**src/rtl/core/blt_pkg.sv**
```systemverilog
// ----------------------------------------------------------------------------
// Blitter package
// Shared types, codes and sizes of the clipped rectangle blitter core.
// ----------------------------------------------------------------------------
package blt_pkg;

   localparam int MAX_DIM_DEFAULT = 64;

   localparam int ADDR_W     = 12;
   localparam int PIX_W      = 8;
   localparam int DIM_W      = 7;
   localparam int POS_W      = 8;
   localparam int CNT_W      = 13;
   localparam int COORD_W    = 12;
   localparam int CSR_IDX_W  = 3;
   localparam int CSR_DATA_W = 8;

   localparam logic [CSR_IDX_W-1:0] REG_SRC_WIDTH   = 3'd0;
   localparam logic [CSR_IDX_W-1:0] REG_SRC_HEIGHT  = 3'd1;
   localparam logic [CSR_IDX_W-1:0] REG_DST_WIDTH   = 3'd2;
   localparam logic [CSR_IDX_W-1:0] REG_DST_HEIGHT  = 3'd3;
   localparam logic [CSR_IDX_W-1:0] REG_BLIT_MODE   = 3'd4;
   localparam logic [CSR_IDX_W-1:0] REG_TRANSP_COLOR = 3'd5;

   localparam logic [1:0] MODE_MASK   = 2'd0;
   localparam logic [1:0] MODE_OPAQUE = 2'd1;
   localparam logic [1:0] MODE_KEY    = 2'd2;

   localparam logic [DIM_W-1:0] DIM_RESET   = 7'd64;
   localparam logic [1:0]       MODE_RESET  = MODE_MASK;
   localparam logic [PIX_W-1:0] COLOR_RESET = 8'd0;

   typedef enum logic [1:0] {
      CMD_SRC_WR,
      CMD_DST_WR,
      CMD_DST_RD,
      CMD_BLIT
   } cmd_type;

   typedef logic signed [COORD_W-1:0] coord_type;

   typedef struct packed {
      coord_type pos;
      coord_type other;
      coord_type len;
      coord_type limit;
   } clip_req_type;

   typedef struct packed {
      coord_type pos;
      coord_type other;
      coord_type len;
   } clip_res_type;

endpackage

```
**src/rtl/core/blt_clip.sv**
```systemverilog
// ----------------------------------------------------------------------------
// Blitter clip unit
// Clips one axis of the rectangle against one surface edge pair; the
// sequencer runs it once per axis for the destination and then the source.
// ----------------------------------------------------------------------------
module blt_clip (
   input  blt_pkg::clip_req_type clip_req,
   output blt_pkg::clip_res_type clip_res
);

   blt_pkg::coord_type pos;
   blt_pkg::coord_type other;
   blt_pkg::coord_type len;
   blt_pkg::coord_type limit;
   blt_pkg::coord_type reach;
   blt_pkg::coord_type len_cut;

   always_comb begin
      pos     = clip_req.pos;
      other   = clip_req.other;
      len     = clip_req.len;
      limit   = clip_req.limit;
      reach   = pos + len;
      len_cut = (reach > limit) ? (limit - pos) : len;
      if (pos < 0) begin
         clip_res.len   = len_cut + pos;
         clip_res.other = other - pos;
         clip_res.pos   = '0;
      end else begin
         clip_res.len   = len_cut;
         clip_res.other = other;
         clip_res.pos   = pos;
      end
   end

endmodule

```
**config.mk**
```make
export PLATFORM = sky130hd
export DESIGN_NAME = blt_clip
export DESIGN_NICKNAME = d
export VERILOG_FILES = /design/src/rtl/core/blt_pkg.sv /design/src/rtl/core/blt_clip.sv
export SDC_FILE = /design/constraint.sdc
export NUM_CORES = 1
export LEC_CHECK = 0
export CAP_MARGIN = 10
export CORE_MARGIN = 2
export CORE_UTILIZATION = 35
export DETAILED_ROUTE_END_ITERATION = 12
export DONT_BUFFER_PORTS = 1
export GPL_TIMING_DRIVEN = 0
export MAX_ROUTING_LAYER = met4
export PLACE_DENSITY = 0.55
export SYNTH_ARGS = -nofsm -noshare
export SYNTH_HDL_FRONTEND = slang
export SYNTH_SLANG_ARGS = --single-unit
```
**constraint.sdc**
```tcl
create_clock -name vclk -period 10.8
set_input_delay 1.08 -clock vclk [all_inputs]
set_output_delay 1.08 -clock vclk [all_outputs]
set_load 0.02 [all_outputs]
```
* Word level (Yosys, flattened, before mapping)
Index checks and enable logic that the tools add are counted.
** Storage, ports and cells
- Logic and storage cells :: 8
- Output and inout port bits :: 36
- Flip-flop bits (word level) :: 0
- Bits of input ports :: 48
** Operators by class
- Multiplexer cells :: 2
- $lt $le $gt $ge :: 2
- Add/subtract/negate cells :: 4
** Operator list (count)
- 36-bit two-way mux :: 1
- 12-bit adder :: 2
- 12-bit subtractor :: 2
- 12-bit > comparator :: 1
- 12-bit by 1-bit less-than comparator with 1-bit output, second input constant :: 1
- 12-bit two-way mux :: 1

* Depth between registers and ports, before layout
- Word-level depth :: 5
- Gate-level depth with buffers :: 27
- Depth with buffers taken out :: 26

* Worst setup path before layout
No wires, ideal clock.
- Path kind :: input port to output port
- Start point :: input port clip_req[12] (netlist name)
- End point :: output port clip_res[11] (netlist name)
- Arrival time :: 6.354 ns
- Data required time :: 9.720 ns
- Slack :: 3.366 ns
- Stages on the path :: 23
- Buffers on the path :: 1
- Path through :: ha_1 -> fa_1 -> a21o_1 -> a21oi_1 -> o21bai_1 -> a2111o_1 -> a31o_2 -> a21oi_1 -> xnor2_1 -> ha_1 -> a2111o_1 -> o31a_1 -> buf_2 -> mux2i_1 -> inv_1 -> ha_1 -> a211oi_1 -> o21ai_0 -> a21oi_1 -> o21ai_0 -> a21o_1 -> a211o_1 -> xor2_1
** RTL lines
- from (decl) :: RTL line blt_clip.sv:7 : input blt_pkg::clip_req_type clip_req,
- to (decl) :: RTL line blt_clip.sv:8 : output blt_pkg::clip_res_type clip_res

==> results.cfg <==
[logic_synthesis]
ys_warn_count = 0
synth_commonest_cells = ha_1 (56), inv_1 (37), a21oi_1 (30), nor2_1 (29), xnor2_1 (21)
syn_inst = 350
yosysTopAreaCellShare_pct = 27.0
synth.most_common_cell = ha_1
syn_nets = 458
synth.distinct_cells = 52
ys_seq_area_share_pct = 0
synth.largest_area_cell = ha_1
syn_area_per_cell_um2 = 7.41
synthTopCellsByArea = ha_1 (27%), xnor2_1 (7.1%), mux2_2 (6.5%), a21oi_1 (5.8%), inv_1 (5.4%)
synthesis.area_mm2 = 0.00259

[setup_path]
path_class = input port to output port
worstPathMaxFanout = 10
crit_path_start_kind = input port
crit_chain = ha_1, fa_1, a21o_1, a21oi_1, o21bai_1, a2111o_1, a31o_2, a21oi_1, xnor2_1, ha_1, nand4_1, a211oi_1, o31a_1, buf_2, mux2i_1, inv_1, ha_1, a211oi_1, o21ai_0, a21oi_1, o21ai_0, a21o_1, a211o_1, xor2_1
critPathMaxStageDelay_ns = 0.45
cp.arrival_ns = 7.14
endpoint_kind = output port
crit_slowest_cell = a2111o_1
crit_required_ns = 9.72

[grt]
grt_max_degree = 11
grt_usage_pct = 16.8
grt_overflow_total = 0
grt_pass1_vias = 2404
grt_first_pass_wirelength_mm = 11.1
antenna_found_initial = 0

[drt]
drc_errors = 0
vias = 2459
ant_nets = 0
wire_per_inst_um = 15.4
wl_mm = 6.91
viasPerCell = 5.48
dr.pass1.iters = 4
initialDrtViolationCount = 93

[cts]
post_cts_resized = 0
cts_setup_buffers = 0
cts_hold_buf = 0

[place]
gp_congestion = 0.797
dp.cells = 449
port_buffers = 0
place_hpwl_mm = 6.20
place_area_mm2 = 0.00272

[timing]
rsz0062_at_grt = false
relSlewSlack_pct = 49.2
finalHoldViolations = 0
worst_pin_slew_ns = 0.755
worst_hold_slack_ns = 2.29
setup_viol = 0
fin_crit_sh_pct = 76.1
min_period_ns = 8.22
maxSlewViolCount = 0
tns_ns = 0
fmaxAchievable_mhz = 122

[die]
fp-row-count = 31
initial_core_util_pct = 35.9
die_w_um = 90.1
coreArea_mm2 = 0.00721
fp.dieArea_mm2 = 0.00811
dieHeight_um = 90.1
ios = 84

[final_layout]
nClkBuffers = 0
diodes = 0
seqCellArea_um2 = 0
drive_gt1_share_pct = 7.14
final_nets = 460
postLayoutCellArea_mm2 = 0.00272
multi_input_area_mm2 = 0.00242
area_growth_pct = 4.78
seq_cells = 0
num-fill-cells = 788
final_cells = 449

[power_and_ir_drop]
leakage_nw = 1.32
ir_drop_mv = 0.0301
pwr_density_cell_mw_per_mm2 = 110
total_power_w = 0.000299

[worst_hold_path]
min_to = clip_res[23]
hp-start = clip_req[35]
holdPathStages = 1
hold_path_class = input port to output port

[job]
maxCapViolations = 0

[status]
status = finished, final reports clean
==> power breakdown <==
part	switching, W	internal [W]
clock network	0	0
registers	0	0
logic	0.000175	0.000124
total	0.000175	0.000124
==> per-layer routing <==
metal / global-route usage (%) / vias up / wire (um)
met5: - / - / 0
met4: 1.79 / 0 / 99
met3: 0.754 / 8 / 273
met2: 29.9 / 61 / 3270
met1: 21.9 / 1113 / 3260
li1: - / 1277 / -
==> metrics by stage <==
stage / utilization (%) / setup WS, ns
after detailed placement: 37.7 / 2.51
final: 37.7 / 2.58
after global placement: 37.7 / 2.48
after global routing: 37.7 / 2.15
after floorplan: - / 3.37
after CTS: 37.7 / 2.50
==> worst max-delay path by stage <==
stage / startpoint / to / slack, ns / cells after the start
after floorplan: clip_req[12] / clip_res[11] / 3.37 / 23
after global placement: clip_req[12] / clip_res[11] / 2.48 / 24
after detailed placement: clip_req[12] / clip_res[11] / 2.51 / 24
after CTS: clip_req[12] / clip_res[11] / 2.50 / 24
after global routing: clip_req[12] / clip_res[11] / 2.15 / 24
final: clip_req[12] / clip_res[11] / 2.58 / 24
==> layout make-up <==
type | instances | area share (%)
multi-input cells | 306 | 89.2
inverters | 38 | 5.25
well taps | 99 | 4.56
plain buffers | 6 | 1.01
==> critical path, delay by kind of cell <==
kind / cells / cell delay, ns
compound gates: 14 / 3.40
xor+xnor: 2 / 0.48
buf+inv: 2 / 0.40
mux: 1 / 0.38
fa+ha+maj: 4 / 1.19
simple gates: 1 / 0.18
==> logic make-up (layout without fill, tap and decap cells) <==
logic type	after synthesis	in the layout	share of synthesized area, %
other cells	1	1	0.145
compound gates	103	103	26.6
fa+ha+maj	60	60	30.1
simple gates	89	89	16.7
buf+inv	44	44	6.56
xor+xnor	33	33	11.1
mux	20	20	8.64
==> layout by cell type (no fill, tap or decap), types with 2 or more instances in the layout <==
cell type	n
a2111o_1	2
a211oi_1	5
a21boi_0	2
a21o_1	15
a21oi_1	30
a221oi_1	2
a31o_2	2
and2_1	3
and3_1	2
clkbuf_1	4
fa_1	4
ha_1	56
inv_1	37
mux2_2	15
mux2i_1	4
nand2_1	19
nand2b_1	4
nand3_1	5
nand4_1	3
nor2_1	29
nor2b_1	9
nor3_1	5
nor3b_1	4
o211ai_1	3
o21a_1	3
o21ai_0	18
o21bai_1	3
o22ai_1	2
o31a_1	3
o31ai_1	4
xnor2_1	21
xor2_1	12
No activity file was read; power rests on OpenSTA's default activity.
