[src/rtl/core/blt_mac.sv]
// ----------------------------------------------------------------------------
// Blitter row base unit
// Registered multiply-add that turns a row and column into a linear index.
// ----------------------------------------------------------------------------
module blt_mac #(
   parameter int AW = 12
) (
   input  logic          clock,
   input  logic [AW-1:0] row,
   input  logic [AW-1:0] stride,
   input  logic [AW-1:0] col,
   output logic [AW-1:0] index
);

   logic [2*AW-1:0] prod;
   logic [AW-1:0]   index_in;
   logic [AW-1:0]   index_ff;

   assign prod     = row * stride;
   assign index_in = prod[AW-1:0] + col;

   always_ff @(posedge clock) begin
      index_ff <= index_in;
   end

   assign index = index_ff;

endmodule

[config.mk]
export PLATFORM = sky130hd
export DESIGN_NAME = blt_mac
export DESIGN_NICKNAME = d
export VERILOG_FILES = /design/src/rtl/core/blt_mac.sv
export SDC_FILE = /design/constraint.sdc
export NUM_CORES = 1
export LEC_CHECK = 0
export BUFFER_PORTS_ARGS = -buffer_cell sky130_fd_sc_hd__buf_2
export CORE_MARGIN = 1.5
export CORE_UTILIZATION = 40
export CTS_BUF_LIST = sky130_fd_sc_hd__clkbuf_16
export CTS_CLUSTER_DIAMETER = 50
export CTS_CLUSTER_SIZE = 12
export DETAILED_ROUTE_END_ITERATION = 10
export GPL_TIMING_DRIVEN = 1
export PLACE_DENSITY = 0.56
export SETUP_SLACK_MARGIN = 0.4
export SLEW_MARGIN = 0
export SYNTH_ARGS = -nofsm -noshare
export SYNTH_HDL_FRONTEND = slang
export SYNTH_SLANG_ARGS = --single-unit
[constraint.sdc]
create_clock -name clock -period 12.06 [get_ports clock]
set_clock_uncertainty 0.15 [all_clocks]
set_input_delay 1.206 -clock clock [delete_from_list [all_inputs] [get_ports clock]]
set_output_delay 1.206 -clock clock [all_outputs]
set_load 0.01 [all_outputs]
After elaboration in Yosys (flattened, before gate mapping)
Index checks and enable logic that the tools add are counted.
- bits in registers: 12
- bits in latches: 0
- bits in writable memories: 0
- ROM bits: 0
- input port bits: 37
- logic and storage cells: 3
- memories kept: 0
- add/subtract/negate cells: 1
- multipliers: 1
- divide/modulo/power cells: 0
- order comparisons: 0
- equality and inequality tests: 0
- shifts and indexed selects: 0
- mux-type cells: 0
- bitwise gates (word level): 0
- reduce and logical (&&, ||, !) cells: 0
- operator list (cell ; number):
    adder 12 bit ; 1
    multiplier 12 x 12 -> 12 bit ; 1

Longest topological paths before layout
Gate-level depths: netlist (run 1).
- depth after elaboration: 2
- mapped depth: 18
- gate-level depth less buffers: 17

Least setup slack after synthesis (run 1)
No wires, ideal clock.
- path kind: input-to-reg
- from: input stride[0]
- to: register index_ff[9] (netlist: index[9])
- arrival time: 5065 ps
- slack: 6773 ps
- cell stages on the path: 16
- path buffers: 1
- cells stage by stage: clkbuf_1 -> and2_1 -> fa_1 -> inv_1 -> fa_1 -> inv_1 -> fa_1 -> inv_1 -> fa_1 -> fa_1 -> inv_1 -> ha_1 -> a21boi_0 -> o21ai_0 -> nor2b_1 -> xnor2_1
- word-level cells in the longest chain between the ends: 2
- RTL lines (what ; RTL line ; text):
    from (decl) ; 10 ; input logic [AW-1:0] stride,
    multiplier 12 x 12 -> 12 bit ; 19 ; assign prod = row * stride;
    adder 12 bit ; 20 ; assign index_in = prod[AW-1:0] + col;
    named net index_in[9] ; 16 ; logic [AW-1:0] index_in;
    to (signal assigned) ; 23 ; index_ff <= index_in;
    to (decl) ; 17 ; logic [AW-1:0] index_ff;
The timed path passes the listed nets, and every way through them passes these cells.

Worst setup path in the final report (run 1)
- from: input row[2]
- to: register index_ff[11] (netlist: index[11])
- word-level cells in the longest chain between the ends: 2
- RTL lines (what ; RTL line ; text):
    from (decl) ; 9 ; input logic [AW-1:0] row,
    multiplier 12 x 12 -> 12 bit ; 19 ;
    adder 12 bit ; 20 ;
    named net index_in[11] ; 16 ;
The timed path passes the listed nets, and every way through them passes these cells.

==> impl_metrics.json, run 1 <==
{
  "worstMarginPinSlew_ns": 0.312,
  "grt.busiest_layer": "met2",
  "dieArea_sq_um": 7350,
  "start_util": 0.421,
  "dieWidth_microns": 85.7,
  "multiInputGateArea_sq_um": 2140,
  "antenna_cells": 0,
  "hold_ws_ns": 1.03,
  "met2_usage": 0.285,
  "groute.usage.overall": 0.159,
  "final_cell_mix": "inv_1 (81), nand2_1 (48), fa_1 (48), buf_2 (48), ha_1 (34)",
  "grt_util_met3": 0.0135,
  "timing.final.ws_setup_ns": 6.60,
  "slew_headroom": 0.790,
  "clock_path_buffers": 2,
  "die_h_microns": 85.7,
  "ys.flop_type": "dfxtp_1",
  "dr.pass1.iters": 4,
  "largest_register_ffs": 12,
  "powerDensity_nw_per_um2": 182,
  "netlist-cell-type-count": 23,
  "wl_microns": 5370,
  "mostFrequentLayoutCell": "inv_1",
  "ys_seq_area_frac": 0.0878,
  "synth-async-reset-ratio": 0,
  "synth_edf_count": 0,
  "placed_area_sq_um": 3020,
  "dp_slack_ns": 6.36,
  "vias_per_cell": 4.60,
  "tns_ns": 0,
  "dp_hpwl_microns": 4690,
  "rsz0062_at_grt": "no",
  "fin_crit_sh": 0.453,
  "clock.fmax_ghz": 0.183,
  "cts_setup_buffers": 0,
  "met1_usage": 0.214,
  "row_count": 29,
  "ctsResizeCount": 0,
  "total_leakage_power_nw": 1.66,
  "io_buffers": 48,
  "grt_max_degree": 13,
  "root_buffer": "clkbuf_16",
  "hold_path_startpoint": "col[0]",
  "hold_path_class": "in -> reg",
  "core_sq_um": 6490,
  "antenna_found_initial": 0,
  "whs_endpoint": "index[0]",
  "slew_violations": 0,
  "io_pins": 49,
  "tritoncts": "built",
  "final_antenna_net_count": 0,
  "start_kind": "primary input",
  "wl_per_cell_microns": 12.5,
  "synth_cells": 308,
  "maxCapViolations": 0,
  "post-route-cell-area_sq_um": 3100,
  "ctsHoldBuffers": 0,
  "synth_warnings": 0,
  "cp.required_ns": 12.08,
  "drive_gt1_frac": 0.170,
  "synth_fp_nets": 427,
  "dp_cells": 425,
  "seqCellArea_sq_um": 240,
  "fill_cells": 634,
  "synth-seq-cells": 12,
  "hold_path_depth": 2,
  "ctsHtreeMaxLevel": 1,
  "drc_errors": 0,
  "syn-cell-area_sq_um": 2740,
  "finish.utilization": 0.477,
  "area_delta_synth_final_pct": 13.2,
  "hold_viol": 0,
  "critPathCaptureType": "flop",
  "overflow": 0,
  "grt_pass1_vias": 2015,
  "cts.sink_count": 12,
  "grt_first_pass_wirelength_microns": 9130,
  "clk_pin_slew_worst_paths_ns": 0.05,
  "run_status": "completed",
  "layout.nets": 472,
  "power_mw": 0.564,
  "drtIter0Drc": 34,
  "path_class": "in -> reg",
  "fin_crit_ns": 5.46,
  "setup_viol": 0,
  "ir_worst_vdd_mv": 0.0810,
  "final_cells": 429,
  "arrival_ns": 5.48,
  "syn_avg_cell_area_sq_um": 8.88,
  "vias": 1975,
  "crit_fanout": 10,
  "cts_buffers": 3,
  "routabilityCongestion": 0.806
}
## synthesized netlist by cell type (3+ instances only)
master,instances,area [sq um]
a21oi_1,4,20.0
and2_1,25,156
xnor2_1,20,175
nand2_1,48,180
dfxtp_1,12,240
and2_2,5,37.5
o21ai_0,4,20.0
ha_1,34,425
inv_1,81,304
buf_6,3,33.8
nor2_1,3,11.3
xor2_1,5,43.8
fa_1,48,961
clkbuf_1,4,15.0
## worst max-delay path, stage by stage
cell and delay [ns]:
buf_2 0.18, and2_2 0.21, fa_1 0.53, inv_1 0.05
fa_1 0.49, inv_1 0.04, ha_1 0.28, ha_1 0.31
fa_1 0.57, inv_1 0.07, fa_1 0.46, nor2b_1 0.13
o21ai_0 0.11, a21boi_0 0.28, o21ai_0 0.18, a21oi_1 0.24
xnor2_1 0.14
## worst max-delay path by stage
| stage | start | endpoint | cells past startpoint |
|---|---|---|---|
| 3_3_place_gp | row[2] | index[11] | 17 |
| 3_5_place_dp | row[2] | index[11] | 17 |
| 6_report | row[2] | index[11] | 17 |
| 2_1_floorplan | stride[0] | index[9] | 16 |
| 4_1_cts | row[2] | index[11] | 17 |
| 5_1_grt | row[2] | index[11] | 17 |
## cells by family after synthesis
logic type,synth area share
AO/OA/AOI/OAI,0.0229
flip-flops,0.0878
AND/OR/NAND/NOR,0.152
buffers and inverters,0.131
XOR/XNOR,0.100
adder cells (fa/ha/maj),0.507
## layout make-up
cell class | count | area share
clock buffer | 3 | 0.0242
clock inverter | 1 | 0.00121
inverter | 81 | 0.0981
multi-input combinational | 207 | 0.690
sequential | 12 | 0.0775
tap | 77 | 0.0311
timing repair buffer | 48 | 0.0775
## power breakdown
group / total (mW) / internal, mW / switching (mW)
clock: 0.0632 / 0.0439 / 0.0193
combinational: 0.433 / 0.207 / 0.226
sequential: 0.0682 / 0.0646 / 0.00355
total: 0.564 / 0.315 / 0.249
## per-layer routing
metal,part of all wire,vias up
li1,-,972
met3,0.026,4
met2,0.48,51
met4,0.0056,0
met5,0,-
met1,0.48,948
(Power assumes the default switching activity.)
==> inputs of run 2 (changes only) <==
--- a/config.mk
+++ b/config.mk
@@ -5,6 +5,7 @@
 export SDC_FILE = /design/constraint.sdc
 export NUM_CORES = 1
 export LEC_CHECK = 0
+export ABC_AREA = 1
 export BUFFER_PORTS_ARGS = -buffer_cell sky130_fd_sc_hd__buf_2
 export CORE_MARGIN = 1.5
 export CORE_UTILIZATION = 40
==> constraint.sdc (replaced) <==
create_clock -name clock -period 5.1 [get_ports clock]
set_clock_uncertainty 0.15 [all_clocks]
set_input_delay 0.51 -clock clock [delete_from_list [all_inputs] [get_ports clock]]
set_output_delay 0.51 -clock clock [all_outputs]
set_load 0.01 [all_outputs]
==> impl_metrics.json, run 2 <==
{
  "run_status": "completed",
  "cts.sink_count": 12,
  "met3_length_microns": 168,
  "cts_buffers": 3,
  "wl_met1_microns": 2840,
  "tns_ns": 0,
  "post-route-cell-area_sq_um": 3460,
  "fin_crit_ns": 4.47,
  "syn_avg_cell_area_sq_um": 7.13,
  "final_cell_mix": "inv_1 (135), nand2_1 (133), fa_1 (48), buf_2 (48), ha_1 (32)",
  "syn-cell-area_sq_um": 3040,
  "dr.pass1.iters": 4,
  "synth.largest_area_cell": "fa_1",
  "root_buffer": "clkbuf_16",
  "synth_warnings": 0,
  "clk_pin_slew_worst_paths_ns": 0.04,
  "maxCapViolations": 0,
  "final_antenna_net_count": 0,
  "ys_seq_area_frac": 0.0789,
  "dieArea_sq_um": 8140,
  "setup_viol": 0,
  "drive_gt1_frac": 0.139,
  "slew_violations": 0,
  "synth_fp_nets": 546,
  "io_pins": 49,
  "drtIter0Drc": 48,
  "synth-seq-cells": 12,
  "cp_cell_sequence": "buf_2 -> nand2_1 -> inv_1 -> fa_1 -> inv_1 -> fa_1 -> inv_1 -> fa_1 -> ha_1 -> inv_1 -> fa_1 -> inv_1 -> ha_2 -> a21o_1 -> a31oi_4 -> nor2_1 -> o21ai_0 -> nand2_1 -> xor2_1",
  "vias_per_cell": 4.42,
  "dp_cells": 564,
  "antenna_cells": 0,
  "synth_edf_count": 0,
  "grt_first_pass_wirelength_microns": 11300,
  "clock.fmax_ghz": 0.224,
  "hold_path_class": "in -> reg",
  "netlist.area_leader.share": 0.316,
  "slew_headroom": 0.844,
  "highest_layer": "met4",
  "mostFrequentLayoutCell": "inv_1",
  "fin_crit_sh": 0.877,
  "core_sq_um": 7290,
  "wl_per_cell_microns": 11.1,
  "ys.flop_type": "dfxtp_1",
  "routabilityCongestion": 0.827,
  "cp.required_ns": 5.07,
  "synth_cells": 427,
  "path_common_cell": "inv_1",
  "drc_errors": 0,
  "grt_max_degree": 13,
  "groute.usage.overall": 0.172,
  "ir_worst_vdd_mv": 0.164,
  "overflow": 0,
  "final_cells": 568,
  "rsz0062_at_grt": "no",
  "clock_path_buffers": 2,
  "hold_viol": 0,
  "dp_hpwl_microns": 5660,
  "cts_setup_buffers": 0,
  "crit_fanout": 12,
  "placed_area_sq_um": 3350,
  "largest_register_ffs": 12,
  "cp_top_family": "adder cells",
  "dr_wl_met2_microns": 3210,
  "arrival_ns": 4.44,
  "netlist-cell-type-count": 26,
  "critPathCaptureType": "flop",
  "dieWidth_microns": 90.2,
  "antenna_found_initial": 0,
  "path_buf_inv": 6,
  "start_kind": "primary input",
  "row_count": 31,
  "io_buffers": 48,
  "die_h_microns": 90.2,
  "synth_common_cells": "inv_1 (135), nand2_1 (133), fa_1 (48)",
  "total_leakage_power_nw": 2.22,
  "layout.nets": 589,
  "tritoncts": "built",
  "cpPeakStageDelay_ns": 0.52,
  "synth-async-reset-ratio": 0,
  "yosysMostFrequentCell": "inv_1",
  "worstMarginPinSlew_ns": 0.232,
  "grt_pass1_vias": 2557,
  "netlist_top_cells_area": "fa_1 (32%), inv_1 (17%), nand2_1 (16%)",
  "ctsHtreeMaxLevel": 1,
  "wl_microns": 6330,
  "path_class": "in -> reg",
  "start_util": 0.417,
  "powerDensity_nw_per_um2": 414,
  "vias": 2513,
  "cp_slowest_cell": "fa_1",
  "area_delta_synth_final_pct": 13.6
}
-- run 2: through the flow --
| stage | total power, mW | setup WS [ns] | hold slack (ns) | util |
|---|---|---|---|---|
| floorplan | 0.984 | 0.456 | 0.490 | - |
| global placement | 1.23 | 0.289 | 0.581 | 0.459 |
| detailed placement | 1.24 | 0.239 | 0.583 | 0.459 |
| CTS | 1.39 | 0.486 | 0.338 | 0.470 |
| global route | 1.64 | 0.404 | 0.344 | 0.474 |
| finish | 1.43 | 0.628 | 0.338 | 0.474 |
-- run 2: final timing paths --
kind	from	endpoint	cells past startpoint
max	stride[0]	index[9]	19
min	col[0]	index[0]	2
-- run 2: area by class of cell --
| cell class | instances | area, sq um |
|---|---|---|
| fillers | 773 | 3830 |
| multi-input cells | 267 | 2250 |
| inverters | 136 | 510 |
| repair buffers | 50 | 255 |
| flip-flops and latches | 12 | 240 |
| well taps | 99 | 124 |
| clock buffers | 3 | 75.1 |
| clock inverters | 1 | 3.75 |
-- run 2: report_power, final --
| group | internal [mW] | switching [mW] |
|---|---|---|
| sequential | 0.151 | 0.00939 |
| combinational | 0.475 | 0.657 |
| clock | 0.103 | 0.0373 |
| total | 0.729 | 0.704 |
-- run 2: timing repair --
action	CTS	global route
endpoints found under the hold margin	0	0
hold buffers	0	0
setup endpoints to repair	0	3
gates resized for setup	0	5
-- run 2: cell families after synthesis --
kind of cell,synth area share
and+or+nand+nor,0.216
xor gates and xnor gates,0.0317
adders and majority gates,0.455
buffers and inverters,0.193
DFF,0.0789
AOI/OAI and AO/OA,0.0251
-- run 2: routing by layer --
metal	track usage	up-vias
met1	0.207	1173
li1	-	1291
met3	0.0195	8
met5	0	-
met2	0.321	41
met4	0.0437	0
==> inputs of run 3 (changes only) <==
--- a/config.mk
+++ b/config.mk
@@ -9,7 +9,7 @@
 export BUFFER_PORTS_ARGS = -buffer_cell sky130_fd_sc_hd__buf_2
 export CORE_MARGIN = 1.5
 export CORE_UTILIZATION = 40
-export CTS_BUF_LIST = sky130_fd_sc_hd__clkbuf_16
+export CTS_BUF_LIST = sky130_fd_sc_hd__clkbuf_2 sky130_fd_sc_hd__clkbuf_4 sky130_fd_sc_hd__clkbuf_8
 export CTS_CLUSTER_DIAMETER = 50
 export CTS_CLUSTER_SIZE = 12
 export DETAILED_ROUTE_END_ITERATION = 10
==> impl_metrics.json, run 3 (synthesis gave the netlist of run 2 again) <==
{
  "hold_path_class": "in -> reg",
  "start_util": 0.417,
  "worstMarginPinSlew_ns": 0.233,
  "vias": 2516,
  "die_h_microns": 90.2,
  "final_antenna_net_count": 0,
  "groute.usage.overall": 0.173,
  "crit_fanout": 12,
  "run_status": "completed",
  "cp.required_ns": 5.09,
  "cts.sink_count": 12,
  "slew_headroom": 0.844,
  "cts_setup_buffers": 0,
  "multiInputGateArea_sq_um": 2240,
  "grt_first_pass_wirelength_microns": 11400,
  "hold_viol": 0,
  "io_buffers": 48,
  "grt_pass1_vias": 2547,
  "grt_max_degree": 13,
  "placed_area_sq_um": 3350,
  "arrival_ns": 4.50,
  "layout.nets": 589,
  "total_leakage_power_nw": 2.21,
  "fin_crit_ns": 4.51,
  "dieWidth_microns": 90.2,
  "root_buffer": "clkbuf_8",
  "post-route-cell-area_sq_um": 3420,
  "largest_register_ffs": 12,
  "path_class": "in -> reg",
  "antenna_cells": 0,
  "setup_viol": 0,
  "routabilityCongestion": 0.827,
  "ir_worst_vdd_mv": 0.164,
  "maxCapViolations": 0,
  "drive_gt1_frac": 0.139,
  "final_cell_mix": "inv_1 (135), nand2_1 (133), fa_1 (48), buf_2 (48), ha_1 (33)",
  "area_delta_synth_final_pct": 12.5,
  "drtIter0Drc": 39,
  "tritoncts": "built",
  "overflow": 0,
  "io_pins": 49,
  "row_count": 31,
  "ctsHtreeMaxLevel": 1,
  "vias_per_cell": 4.43,
  "mostFrequentLayoutCell": "inv_1",
  "fill_cells": 780,
  "critPathCaptureType": "flop",
  "wl_per_cell_microns": 11.1,
  "rsz0062_at_grt": "no",
  "powerDensity_nw_per_um2": 397,
  "drc_errors": 0,
  "clock.fmax_ghz": 0.222,
  "antenna_found_initial": 0,
  "seqCellArea_sq_um": 240,
  "fin_crit_sh": 0.884,
  "clock_path_buffers": 2,
  "core_sq_um": 7290,
  "wl_microns": 6330,
  "dieArea_sq_um": 8140,
  "dr.pass1.iters": 4,
  "dp_hpwl_microns": 5660,
  "cts_buffers": 3,
  "start_kind": "primary input",
  "clk_pin_slew_worst_paths_ns": 0.05,
  "tns_ns": 0,
  "slew_violations": 0
}
run 3: changes by cell type in the layout (fill, tap and decap cells not counted), sizes merged:
| cell | change |
|---|---|
| clkinv | -1 |
| clkbuf | +1 |
run 3: path summary, 6_finish.rpt:
| path | end | startpoint | slack [ns] | cells after the start |
|---|---|---|---|---|
| setup / recovery | index[11] | stride[0] | 0.59 | 18 |
| hold / removal | index[0] | col[0] | 0.34 | 2 |
run 3: cell type report:
type / count / share of cell area
clock buffers: 4 / 0.0161
inverters: 136 / 0.149
multi-input cells: 267 / 0.654
flip-flops and latches: 12 / 0.0702
well taps: 99 / 0.0362
repair buffers: 50 / 0.0746
run 3: through the flow:
step,power [mW],hold slack (ns),instances,setup WS (ns),utilization
finish,1.36,0.336,568,0.590,0.469
global route,1.57,0.337,568,0.397,0.469
CTS,1.35,0.331,568,0.492,0.466
detailed placement,1.24,0.583,564,0.239,0.459
global placement,1.23,0.581,564,0.289,0.459
floorplan,0.984,0.490,427,0.456,-
run 3: critical path, stage by stage:
cell     delay [ns]
buf_2          0.18
nand2_1        0.08
inv_1          0.05
fa_1           0.53
inv_1          0.05
fa_1           0.47
inv_1          0.06
fa_1           0.48
fa_1           0.55
inv_1          0.06
fa_1           0.53
inv_1          0.04
ha_1           0.36
nand2_1        0.09
o31ai_2        0.29
inv_1          0.06
nand2_1        0.06
nand2_1        0.04
run 3: report_power, final:
part	internal (mW)	switching, mW
clock network	0.0680	0.0331
logic	0.453	0.645
registers	0.151	0.00923
run 3: timing repair:
item,in CTS,in global routing
gates resized for setup,0,4
hold buffers,0,0
setup endpoints to repair,0,2
run 3: routing by layer:
metal | global-route usage | share of wire | vias to the layer above
met3 | 0.0195 | 0.032 | 8
met2 | 0.322 | 0.51 | 51
met4 | 0.0476 | 0.019 | 0
met5 | 0 | 0 | -
li1 | - | - | 1292
met1 | 0.208 | 0.44 | 1165
